$ cat config.mk
export PLATFORM = sky130hd
export DESIGN_NAME = dma_channel_controller
export DESIGN_NICKNAME = d
export VERILOG_FILES = /design/src/rtl/core/dmac_pkg.sv /design/src/rtl/core/dmac_front.sv /design/src/rtl/core/dmac_back.sv /design/src/rtl/core/dma_channel_controller.sv
export SDC_FILE = /design/constraint.sdc
export NUM_CORES = 1
export LEC_CHECK = 0
export ABC_AREA = 1
export BUFFER_PORTS_ARGS = -buffer_cell sky130_fd_sc_hd__buf_2
export CAP_MARGIN = 20
export CORE_AREA = 2 2 277 279
export CTS_CLUSTER_DIAMETER = 150
export DETAILED_ROUTE_END_ITERATION = 12
export DIE_AREA = 0 0 279 281
export SETUP_SLACK_MARGIN = 0.3
export SLEW_MARGIN = 10
export SYNTH_ARGS = -nofsm -noshare
export SYNTH_HDL_FRONTEND = slang
export SYNTH_SLANG_ARGS = --single-unit
$ cat constraint.sdc
create_clock -name clk -period 7.28 [get_ports clk]
set_input_delay 0.364 -clock clk [delete_from_list [all_inputs] [get_ports clk]]
set_output_delay 0.364 -clock clk [all_outputs]
set_load 0.005 [all_outputs]
$ cat src/rtl/core/dmac_pkg.sv
`timescale 1ns / 1ps
package dmac_pkg;

  localparam int NUM_CH = 7;

  typedef enum logic [1:0] {
    OP_START = 2'd0,
    OP_DATA  = 2'd1,
    OP_TICK  = 2'd2,
    OP_ACK   = 2'd3
  } op_t;

  typedef enum logic [2:0] {
    RK_READ   = 3'd0,
    RK_WRITE  = 3'd1,
    RK_GFX    = 3'd2,
    RK_DONE   = 3'd3,
    RK_IGNORE = 3'd4
  } kind_t;

  localparam logic [1:0] CFG_CH_EN  = 2'd0;
  localparam logic [1:0] CFG_IRQ_EN = 2'd1;
  localparam logic [1:0] CFG_MASTER = 2'd2;

  localparam logic [31:0] START_BIT = 32'h0100_0000;
  localparam logic [31:0] CW_BLOCK  = 32'h0100_0201;
  localparam logic [31:0] CW_CHAIN  = 32'h0100_0401;
  localparam logic [31:0] CW_TABLE  = 32'h1100_0002;
  localparam logic [23:0] END_LINK  = 24'hff_ffff;

  typedef struct packed {
    logic [1:0]  operation;
    logic [2:0]  channel;
    logic [23:0] start_address;
    logic [15:0] block_size;
    logic [15:0] block_count;
    logic [31:0] control_word;
    logic [31:0] mem_data;
    logic [6:0]  ack_mask;
  } in_item_t;

  typedef struct packed {
    logic [2:0]  result_kind;
    logic [20:0] mem_address;
    logic [31:0] data_word;
    logic [2:0]  done_channel;
    logic        irq_line;
    logic [6:0]  irq_flags;
    logic        master_flag;
    logic        last;
  } out_item_t;

  // Classified item handed from the front part to the sequencer.
  typedef enum logic [2:0] {
    CMD_IGNORE,
    CMD_DONE,
    CMD_BLOCK,
    CMD_CHAIN,
    CMD_TABLE,
    CMD_DATA,
    CMD_TICK,
    CMD_ACK
  } cmd_t;

  typedef struct packed {
    cmd_t        cmd;
    logic [2:0]  channel;
    logic [23:0] address;
    logic [31:0] words;
    logic [15:0] entries;
    logic [31:0] data;
    logic [6:0]  ack_mask;
  } job_t;

endpackage

$ cat src/rtl/core/dmac_front.sv
`timescale 1ns / 1ps
module dmac_front import dmac_pkg::*; (
  input  logic     clk,
  input  logic     rst_n,
  input  logic     in_valid,
  output logic     in_ready,
  input  in_item_t in_item,
  input  logic     job_ready,
  output logic     job_valid,
  output job_t     job
);

  logic [31:0] prod_r;
  job_t        job_r;
  logic        valid_r;
  logic        prod_sel_r;
  job_t        job_nxt;

  assign in_ready  = !valid_r || job_ready;
  assign job_valid = valid_r;

  always_comb begin
    job_nxt = '0;
    job_nxt.channel  = in_item.channel;
    job_nxt.address  = in_item.start_address;
    job_nxt.entries  = in_item.block_count;
    job_nxt.data     = in_item.mem_data;
    job_nxt.ack_mask = in_item.ack_mask;
    case (op_t'(in_item.operation))
      OP_START: begin
        if (in_item.control_word[24] == 1'b0) begin
          job_nxt.cmd = CMD_IGNORE;
        end else if (in_item.channel == 3'd2 && in_item.control_word == CW_BLOCK) begin
          job_nxt.cmd = CMD_BLOCK;
        end else if (in_item.channel == 3'd2 && in_item.control_word == CW_CHAIN) begin
          job_nxt.cmd = CMD_CHAIN;
        end else if (in_item.channel == 3'd6 && in_item.control_word == CW_TABLE) begin
          job_nxt.cmd = CMD_TABLE;
        end else begin
          job_nxt.cmd = CMD_DONE;
        end
      end
      OP_DATA: job_nxt.cmd = CMD_DATA;
      OP_TICK: job_nxt.cmd = CMD_TICK;
      default: job_nxt.cmd = CMD_ACK;
    endcase
  end

  always_ff @(posedge clk) begin
    if (!rst_n) begin
      valid_r <= 1'b0;
    end else if (in_ready) begin
      valid_r <= in_valid;
    end
    if (in_valid && in_ready) begin
      job_r      <= job_nxt;
      prod_r     <= 32'(in_item.block_size) * 32'(in_item.block_count);
      prod_sel_r <= (job_nxt.cmd == CMD_BLOCK);
    end
  end

  always_comb begin
    job = job_r;
    if (prod_sel_r) begin
      job.words = prod_r;
    end
  end

endmodule

$ cat src/rtl/core/dmac_back.sv
`timescale 1ns / 1ps
module dmac_back import dmac_pkg::*; #(
  parameter int ADDR_BITS = 21
) (
  input  logic      clk,
  input  logic      rst_n,
  input  logic      job_valid,
  output logic      job_ready,
  input  job_t      job,
  input  logic [6:0] ch_en,
  input  logic [6:0] irq_en,
  input  logic      master_en,
  output logic      out_valid,
  input  logic      out_ready,
  output out_item_t out_item
);

  localparam logic [1:0] MODE_NONE  = 2'd0;
  localparam logic [1:0] MODE_BLOCK = 2'd1;
  localparam logic [1:0] MODE_CHAIN = 2'd2;
  localparam logic [1:0] MODE_TABLE = 2'd3;

  logic                 busy_r, busy_nxt;
  logic [2:0]           act_ch_r, act_ch_nxt;
  logic [1:0]           mode_r, mode_nxt;
  logic                 phase_r, phase_nxt;
  logic [ADDR_BITS-1:0] addr_r, addr_nxt;
  logic [31:0]          left_r, left_nxt;
  logic [23:0]          link_r, link_nxt;
  logic [15:0]          tleft_r, tleft_nxt;
  logic [6:0]           flags_r, flags_nxt;
  logic                 master_r, master_nxt;
  logic                 irq_r, irq_nxt;

  // Up to two results per item; slot 1 is held when two are produced.
  out_item_t            o0_r, o1_r;
  logic                 v0_r, v1_r;
  out_item_t            r0, r1;
  logic                 n0, n1;
  logic                 take;
  logic [ADDR_BITS-1:0] addr_p4, addr_m4;
  logic [6:0]           fset;

  assign addr_p4   = addr_r + ADDR_BITS'(4);
  assign addr_m4   = addr_r - ADDR_BITS'(4);
  assign out_valid = v0_r;
  assign out_item  = o0_r;
  assign job_ready = !v0_r || (out_ready && !v1_r);
  assign take      = job_valid && job_ready;

  always_comb begin
    busy_nxt = busy_r; act_ch_nxt = act_ch_r; mode_nxt = mode_r;
    phase_nxt = phase_r; addr_nxt = addr_r; left_nxt = left_r;
    link_nxt = link_r; tleft_nxt = tleft_r; flags_nxt = flags_r;
    master_nxt = master_r; irq_nxt = irq_r;
    r0 = '0; r1 = '0; n0 = 1'b0; n1 = 1'b0; fset = '0;
    r0.done_channel = act_ch_r;
    r1.done_channel = act_ch_r;
    r1.result_kind  = RK_DONE;
    case (job.cmd)
      CMD_IGNORE, CMD_DONE, CMD_BLOCK, CMD_CHAIN, CMD_TABLE: begin
        n0 = 1'b1;
        r0.done_channel = job.channel;
        if (busy_r || job.channel == 3'd7 || !ch_en[job.channel]
            || job.cmd == CMD_IGNORE) begin
          r0.result_kind = RK_IGNORE;
        end else begin
          act_ch_nxt = job.channel;
          addr_nxt   = job.address[ADDR_BITS-1:0];
          r0.result_kind = RK_DONE;
          if (job.cmd == CMD_BLOCK && job.words != '0) begin
            left_nxt = job.words; busy_nxt = 1'b1; mode_nxt = MODE_BLOCK;
            r0.result_kind = RK_READ;
            r0.mem_address = 21'(job.address[ADDR_BITS-1:0]);
          end else if (job.cmd == CMD_CHAIN) begin
            busy_nxt = 1'b1; mode_nxt = MODE_CHAIN; phase_nxt = 1'b0;
            r0.result_kind = RK_READ;
            r0.mem_address = 21'(job.address[ADDR_BITS-1:0]);
          end else if (job.cmd == CMD_TABLE) begin
            tleft_nxt = job.entries;
            if (job.entries != '0) begin
              busy_nxt = 1'b1; mode_nxt = MODE_TABLE; n0 = 1'b0;
            end else begin
              fset = 7'(1) << job.channel;
            end
          end else begin
            fset = 7'(1) << job.channel;
          end
        end
      end
      CMD_DATA: begin
        if (busy_r && mode_r == MODE_BLOCK) begin
          n0 = 1'b1; n1 = 1'b1;
          r0.result_kind = RK_GFX; r0.data_word = job.data;
          left_nxt = left_r - 32'd1;
          addr_nxt = addr_p4;
          if (left_r == 32'd1) begin
            fset = 7'(1) << act_ch_r;
          end else begin
            r1.result_kind = RK_READ; r1.mem_address = 21'(addr_p4);
          end
        end else if (busy_r && mode_r == MODE_CHAIN) begin
          if (!phase_r) begin
            left_nxt = {24'd0, job.data[31:24]};
            link_nxt = job.data[23:0];
            n0 = 1'b1;
            if (job.data[31:24] == 8'd0) begin
              if (job.data[23:0] == END_LINK) begin
                r0.result_kind = RK_DONE; fset = 7'(1) << act_ch_r;
              end else begin
                addr_nxt = job.data[ADDR_BITS-1:0];
                r0.result_kind = RK_READ;
                r0.mem_address = 21'(job.data[ADDR_BITS-1:0]);
              end
            end else begin
              phase_nxt = 1'b1; addr_nxt = addr_p4;
              r0.result_kind = RK_READ; r0.mem_address = 21'(addr_p4);
            end
          end else begin
            n0 = 1'b1; n1 = 1'b1;
            r0.result_kind = RK_GFX; r0.data_word = job.data;
            left_nxt = left_r - 32'd1;
            if (left_r == 32'd1) begin
              if (link_r == END_LINK) begin
                fset = 7'(1) << act_ch_r;
              end else begin
                addr_nxt = link_r[ADDR_BITS-1:0]; phase_nxt = 1'b0;
                r1.result_kind = RK_READ;
                r1.mem_address = 21'(link_r[ADDR_BITS-1:0]);
              end
            end else begin
              addr_nxt = addr_p4;
              r1.result_kind = RK_READ; r1.mem_address = 21'(addr_p4);
            end
          end
        end
      end
      CMD_TICK: begin
        if (busy_r && mode_r == MODE_TABLE) begin
          n0 = 1'b1;
          r0.result_kind = RK_WRITE; r0.mem_address = 21'(addr_r);
          if (tleft_r <= 16'd1) begin
            n1 = 1'b1; tleft_nxt = '0;
            r0.data_word = {8'd0, END_LINK};
            fset = 7'(1) << act_ch_r;
          end else begin
            r0.data_word = {8'd0, 24'(addr_r) - 24'd4};
            tleft_nxt = tleft_r - 16'd1;
            addr_nxt = addr_m4;
          end
        end
      end
      default: begin
        flags_nxt = flags_r & ~job.ack_mask;
      end
    endcase
    if (fset != '0) begin
      flags_nxt = flags_r | fset;
      if (master_en && (flags_nxt & irq_en) != '0) begin
        master_nxt = 1'b1; irq_nxt = 1'b1;
      end else begin
        irq_nxt = 1'b0;
      end
      flags_nxt  = flags_nxt & irq_en;
      master_nxt = master_nxt & master_en;
      busy_nxt = 1'b0; mode_nxt = MODE_NONE; phase_nxt = 1'b0;
    end
    r0.irq_line = irq_nxt; r0.irq_flags = flags_nxt; r0.master_flag = master_nxt;
    r1.irq_line = irq_nxt; r1.irq_flags = flags_nxt; r1.master_flag = master_nxt;
    r0.last = !n1;
    r1.last = 1'b1;
  end

  always_ff @(posedge clk) begin
    if (!rst_n) begin
      busy_r <= 1'b0; act_ch_r <= '0; mode_r <= MODE_NONE; phase_r <= 1'b0;
      addr_r <= '0; left_r <= '0; link_r <= '0; tleft_r <= '0;
      flags_r <= '0; master_r <= 1'b0; irq_r <= 1'b0;
      v0_r <= 1'b0; v1_r <= 1'b0;
    end else begin
      if (take) begin
        busy_r <= busy_nxt; act_ch_r <= act_ch_nxt; mode_r <= mode_nxt;
        phase_r <= phase_nxt; addr_r <= addr_nxt; left_r <= left_nxt;
        link_r <= link_nxt; tleft_r <= tleft_nxt; flags_r <= flags_nxt;
        master_r <= master_nxt; irq_r <= irq_nxt;
      end
      if (take && n0) begin
        v0_r <= 1'b1;
        o0_r <= r0;
        v1_r <= n1;
        o1_r <= r1;
      end else if (v0_r && out_ready) begin
        v0_r <= v1_r;
        o0_r <= o1_r;
        v1_r <= 1'b0;
      end
    end
  end

endmodule

$ cat src/rtl/core/dma_channel_controller.sv
`timescale 1ns / 1ps
// Timing: an accepted item is registered in the front part (job_r), and its
// first result is registered in the back part's output slot (o0_r).
// Throughput: one item per cycle while out_ready is high; an item with two
// results holds the input while the second result drains.
// Reset: synchronous active-low rst_n clears all transfer, flag and
// configuration state.
module dma_channel_controller import dmac_pkg::*; #(
  parameter int ADDR_BITS = 21
) (
  input  logic       clk,
  input  logic       rst_n,
  input  logic       in_valid,
  output logic       in_ready,
  input  in_item_t   in_item,
  output logic       out_valid,
  input  logic       out_ready,
  output out_item_t  out_item,
  input  logic       cfg_we,
  input  logic [1:0] cfg_index,
  input  logic [6:0] cfg_data
);

  logic [6:0] ch_en_r, irq_en_r;
  logic       master_en_r;
  logic       q_valid, q_ready;
  job_t       q_job;

  always_ff @(posedge clk) begin
    if (!rst_n) begin
      ch_en_r <= '0; irq_en_r <= '0; master_en_r <= 1'b0;
    end else if (cfg_we) begin
      case (cfg_index)
        CFG_CH_EN:  ch_en_r <= cfg_data;
        CFG_IRQ_EN: irq_en_r <= cfg_data;
        CFG_MASTER: master_en_r <= cfg_data[0];
        default: ;
      endcase
    end
  end

  dmac_front u_front (
    .clk(clk), .rst_n(rst_n), .in_valid(in_valid), .in_ready(in_ready),
    .in_item(in_item), .job_ready(q_ready), .job_valid(q_valid), .job(q_job)
  );

  dmac_back #(.ADDR_BITS(ADDR_BITS)) u_back (
    .clk(clk), .rst_n(rst_n), .job_valid(q_valid), .job_ready(q_ready),
    .job(q_job), .ch_en(ch_en_r), .irq_en(irq_en_r), .master_en(master_en_r),
    .out_valid(out_valid), .out_ready(out_ready), .out_item(out_item)
  );

`ifndef NO_ASSERTIONS
  a_hold: assert property (@(posedge clk) disable iff (!rst_n)
    out_valid && !out_ready |=> out_valid && $stable(out_item))
    else $error("result changed while waiting");
  a_master: assert property (@(posedge clk) disable iff (!rst_n)
    out_valid && out_item.irq_line |-> out_item.master_flag)
    else $error("irq without master flag");
  a_kind: assert property (@(posedge clk) disable iff (!rst_n)
    out_valid |-> out_item.result_kind <= RK_IGNORE)
    else $error("bad result kind");
`endif

endmodule

==> flow_summary.yaml <==
global_routing:
  antenna_found_initial: 2
  grt_overflow: 0
  grt_max_degree: 81
  grt_pass1_vias: 22300
  grt_usage: 0.198
  grt_first_pass_wirelength_microns: 123000
sta:
  fin_skew_ps: 18.1
  setup_viol: 0
  max_freq_mhz: 178
  setup_slack_ps: 1650
  fin_crit_ps: 5630
  rsz0062_at_grt: "false"
  fin_hold_ws_ps: 56.3
  maxSlewViolCount: 0
  hold_viol: 0
  relSlewSlack: 0.265
  worst_slew_pin_slew_ps: 1100
  min_period_over_period: 0.774
  finalSetupTns_ps: 0
floorplan:
  die_h_microns: 281
  io_pins: 217
  core_area_sq_um: 75400
  die_area_sq_um: 78400
  start_util: 0.346
  fp-row-count: 101
  die_w_microns: 279
place:
  routabilityCongestion: 0.977
  dpl_cell_area_sq_um: 28000
  io_buffers: 213
  dp_slack_ps: 1120
  dp_hpwl_microns: 55600
worst_setup_path:
  arrival_ps: 5940
  r2r_end: "u_back.o1_r[62]"
  worstSetupPathType: "input pin to flip-flop"
  reg2regPathDepth: 11
  setup.worst_path.end_class: "flip-flop"
  rr_startpoint: "u_front.job[114]"
  crit_start: "in_item[94]"
  r2r_setup_slack_ps: 2820
  crit_required_ps: 7590
  start_kind: "input pin"
  crit_fanout: 16
clocking:
  root_buffer: "clkbuf_16"
  hold_buffers: 62
  post_cts_resize_count: 0
  cts_tree: "done"
  cts_buffers: 39
  clock_path_buffers: 3
  clock_sinks: 345
  h-tree-depth: 2
  insertion_delay_ps: 570
  cts.clk_slew.worst_paths_ps: 60
  cts_setup_buffers: 0
yosys:
  yosys.cell_types.count: 60
  yosysSeqAreaShare: 0.348
  postSynthAreaPerCell_sq_um: 8.06
  netlist_instances: 3241
  synthesis.nets: 3693
  ys_warn_count: 0
  synth-main-ff-cell: "edfxtp_1"
  synth_edf_count: 218
  synthesis.area_sq_um: 26100
  async_flop_share: 0
  ys_ff_latch: 345
worst_hold_path:
  hp-start: "cfg_data[4]"
  min_path_cells: 3
  min_path_type: "input pin to flip-flop"
  hold_end: "irq_en_r[4]"
outcome:
  status: "completed"
power_and_ir_drop:
  total_power_uw: 10400
  ir_drop_mv: 0.461
  p_per_area_nw_per_um2: 346
  leakage_uw: 0.0138
layout:
  syn_to_final_growth_pct: 14.8
  drive_gt1_frac: 0.108
  fillers: 7618
  fin_nets: 3876
  stdcell_area_sq_um: 30000
flow_run:
  max-cap-violations: 0
drt:
  vias: 22600
  drt-pass1-iter-count: 6
  viasPerCell: 5.11
  routed_wl_microns: 77500
  dr.first_iter.drc_count: 1752
  wire_per_inst_microns: 17.5
  ant_nets: 0
  route.detailed.drc: 0
-- worst max path at each step --
stage / end / slack [ps] / cells past startpoint
floorplan: u_front.prod_r[26] / 1530 / 23
global placement: u_front.prod_r[26] / 1150 / 22
detailed placement: u_front.prod_r[26] / 1120 / 22
CTS: u_front.prod_r[26] / 1700 / 22
global route: u_front.prod_r[26] / 1330 / 22
finish: u_front.prod_r[26] / 1650 / 23
-- synth_stat cells (all sizes together) (2+ instances only) --
cell,number,share of area
xor2,58,0.019
clkbuf,127,0.018
and2,2,0.00048
a31oi,40,0.0096
o22a,2,0.00067
or2,3,0.00072
a21o,4,0.0011
a32oi,7,0.0023
o221ai,10,0.0034
a41oi,2,0.00067
o31ai,3,0.00086
nor2,361,0.055
o22ai,25,0.0060
o21a,4,0.0011
nor4,15,0.0036
nor3b,4,0.0011
o21ai,195,0.038
xnor2,11,0.0037
a211oi,14,0.0040
nand4,25,0.0060
fa,194,0.15
dfxtp,127,0.097
nand3b,4,0.0011
clkinv,2,0.00029
buf,25,0.0050
a21oi,197,0.038
a311oi,2,0.00067
nand3,94,0.019
inv,571,0.082
o211ai,18,0.0052
nand2,675,0.099
nor3,51,0.011
ha,112,0.054
edfxtp,218,0.25
o32ai,2,0.00067
a221oi,24,0.0080
o211a,2,0.00077
nor4b,2,0.00067
-- where the power goes --
part / switching [uW] / leakage [uW] / internal (uW) / total, uW
registers: 91.9 / 0.00302 / 2510 / 2600
clock network: 855 / 0.000663 / 1260 / 2120
logic: 3580 / 0.0101 / 2070 / 5650
total: 4530 / 0.0138 / 5840 / 10400
-- critical path, cell delays in order --
cell	delay [ps]
buf_2	390
nand2_1	150
fa_1	560
inv_1	60
fa_1	510
inv_1	60
fa_1	540
inv_1	50
fa_1	450
fa_1	490
inv_1	50
fa_1	570
inv_1	70
ha_1	370
nand2_1	140
nor2_1	110
inv_1	60
o21ai_0	260
a21oi_1	160
o21ai_0	280
nand2_1	110
nand3_1	80
nand2_1	50
-- routing by layer --
layer	GRT usage	part of all wire	routed length, microns	up-vias
met5	0	0.00014	11	-
met1	0.254	0.42	32700	10900
met2	0.339	0.48	37000	797
met3	0.0251	0.065	5040	172
met4	0.0742	0.035	2740	2
li1	-	-	-	10800
-- layout make-up --
| cell class | count | area, sq um | area share |
|---|---|---|---|
| Inverter | 573 | 2150 | 0.0718 |
| Timing Repair Buffer | 294 | 1840 | 0.0614 |
| Antenna cell | 1 | 2.50 | 0.0000835 |
| Clock buffer | 46 | 1060 | 0.0354 |
| Sequential cell | 345 | 9090 | 0.303 |
| Clock inverter | 26 | 303 | 0.0101 |
| Multi-Input combinational cell | 2171 | 14300 | 0.477 |
| Tap cell | 978 | 1220 | 0.0408 |
-- flip-flops by register name, indices dropped and copies added, names as in the netlist, 2 cells and up --
signal,cells
u_front.job,82
u_back.out_item,69
u_back.o1_r,34
u_back.left_r,32
u_front.prod_r,32
u_back.link_r,24
u_back.addr_r,21
u_back.tleft_r,16
ch_en_r,7
irq_en_r,7
u_back.flags_r,7
u_back.act_ch_r,3
u_back.mode_r,2
-- cell families after synthesis --
group | count (synthesis) | synth area share
AND/OR/NAND/NOR | 1237 | 0.198
buffers and inverters | 725 | 0.106
AO/OA/AOI/OAI | 559 | 0.123
flip-flops | 345 | 0.348
adder cells (fa/ha/maj) | 306 | 0.202
XOR/XNOR | 69 | 0.0231
-- stage by stage --
stage | utilization | instances
6_report | 0.397 | 4434
5_1_grt | 0.397 | 4434
4_1_cts | 0.397 | 4433
3_5_place_dp | 0.371 | 4299
3_3_place_gp | 0.371 | 4299
2_1_floorplan | - | 3241
-- cells in the final DEF (no fill, tap or decap), drive strengths merged, types with 14 or more instances in the layout --
| cell type | Yosys | final |
|---|---|---|
| a21oi | 197 | 197 |
| dfxtp | 127 | 127 |
| inv | 571 | 574 |
| nand4 | 25 | 25 |
| nor3 | 51 | 51 |
| clkinv | 2 | 15 |
| o211ai | 18 | 18 |
| ha | 112 | 112 |
| edfxtp | 218 | 218 |
| a221oi | 24 | 24 |
| nor4 | 15 | 15 |
| fa | 194 | 194 |
| buf | 25 | 232 |
| o22ai | 25 | 25 |
| o21ai | 195 | 195 |
| nand2 | 675 | 675 |
| xor2 | 58 | 58 |
| nor2 | 361 | 361 |
| a31oi | 40 | 40 |
| dlygate4sd3 | 0 | 62 |
| clkbuf | 127 | 46 |
| a211oi | 14 | 14 |
| nand3 | 94 | 94 |
(Power assumes the default switching activity.)
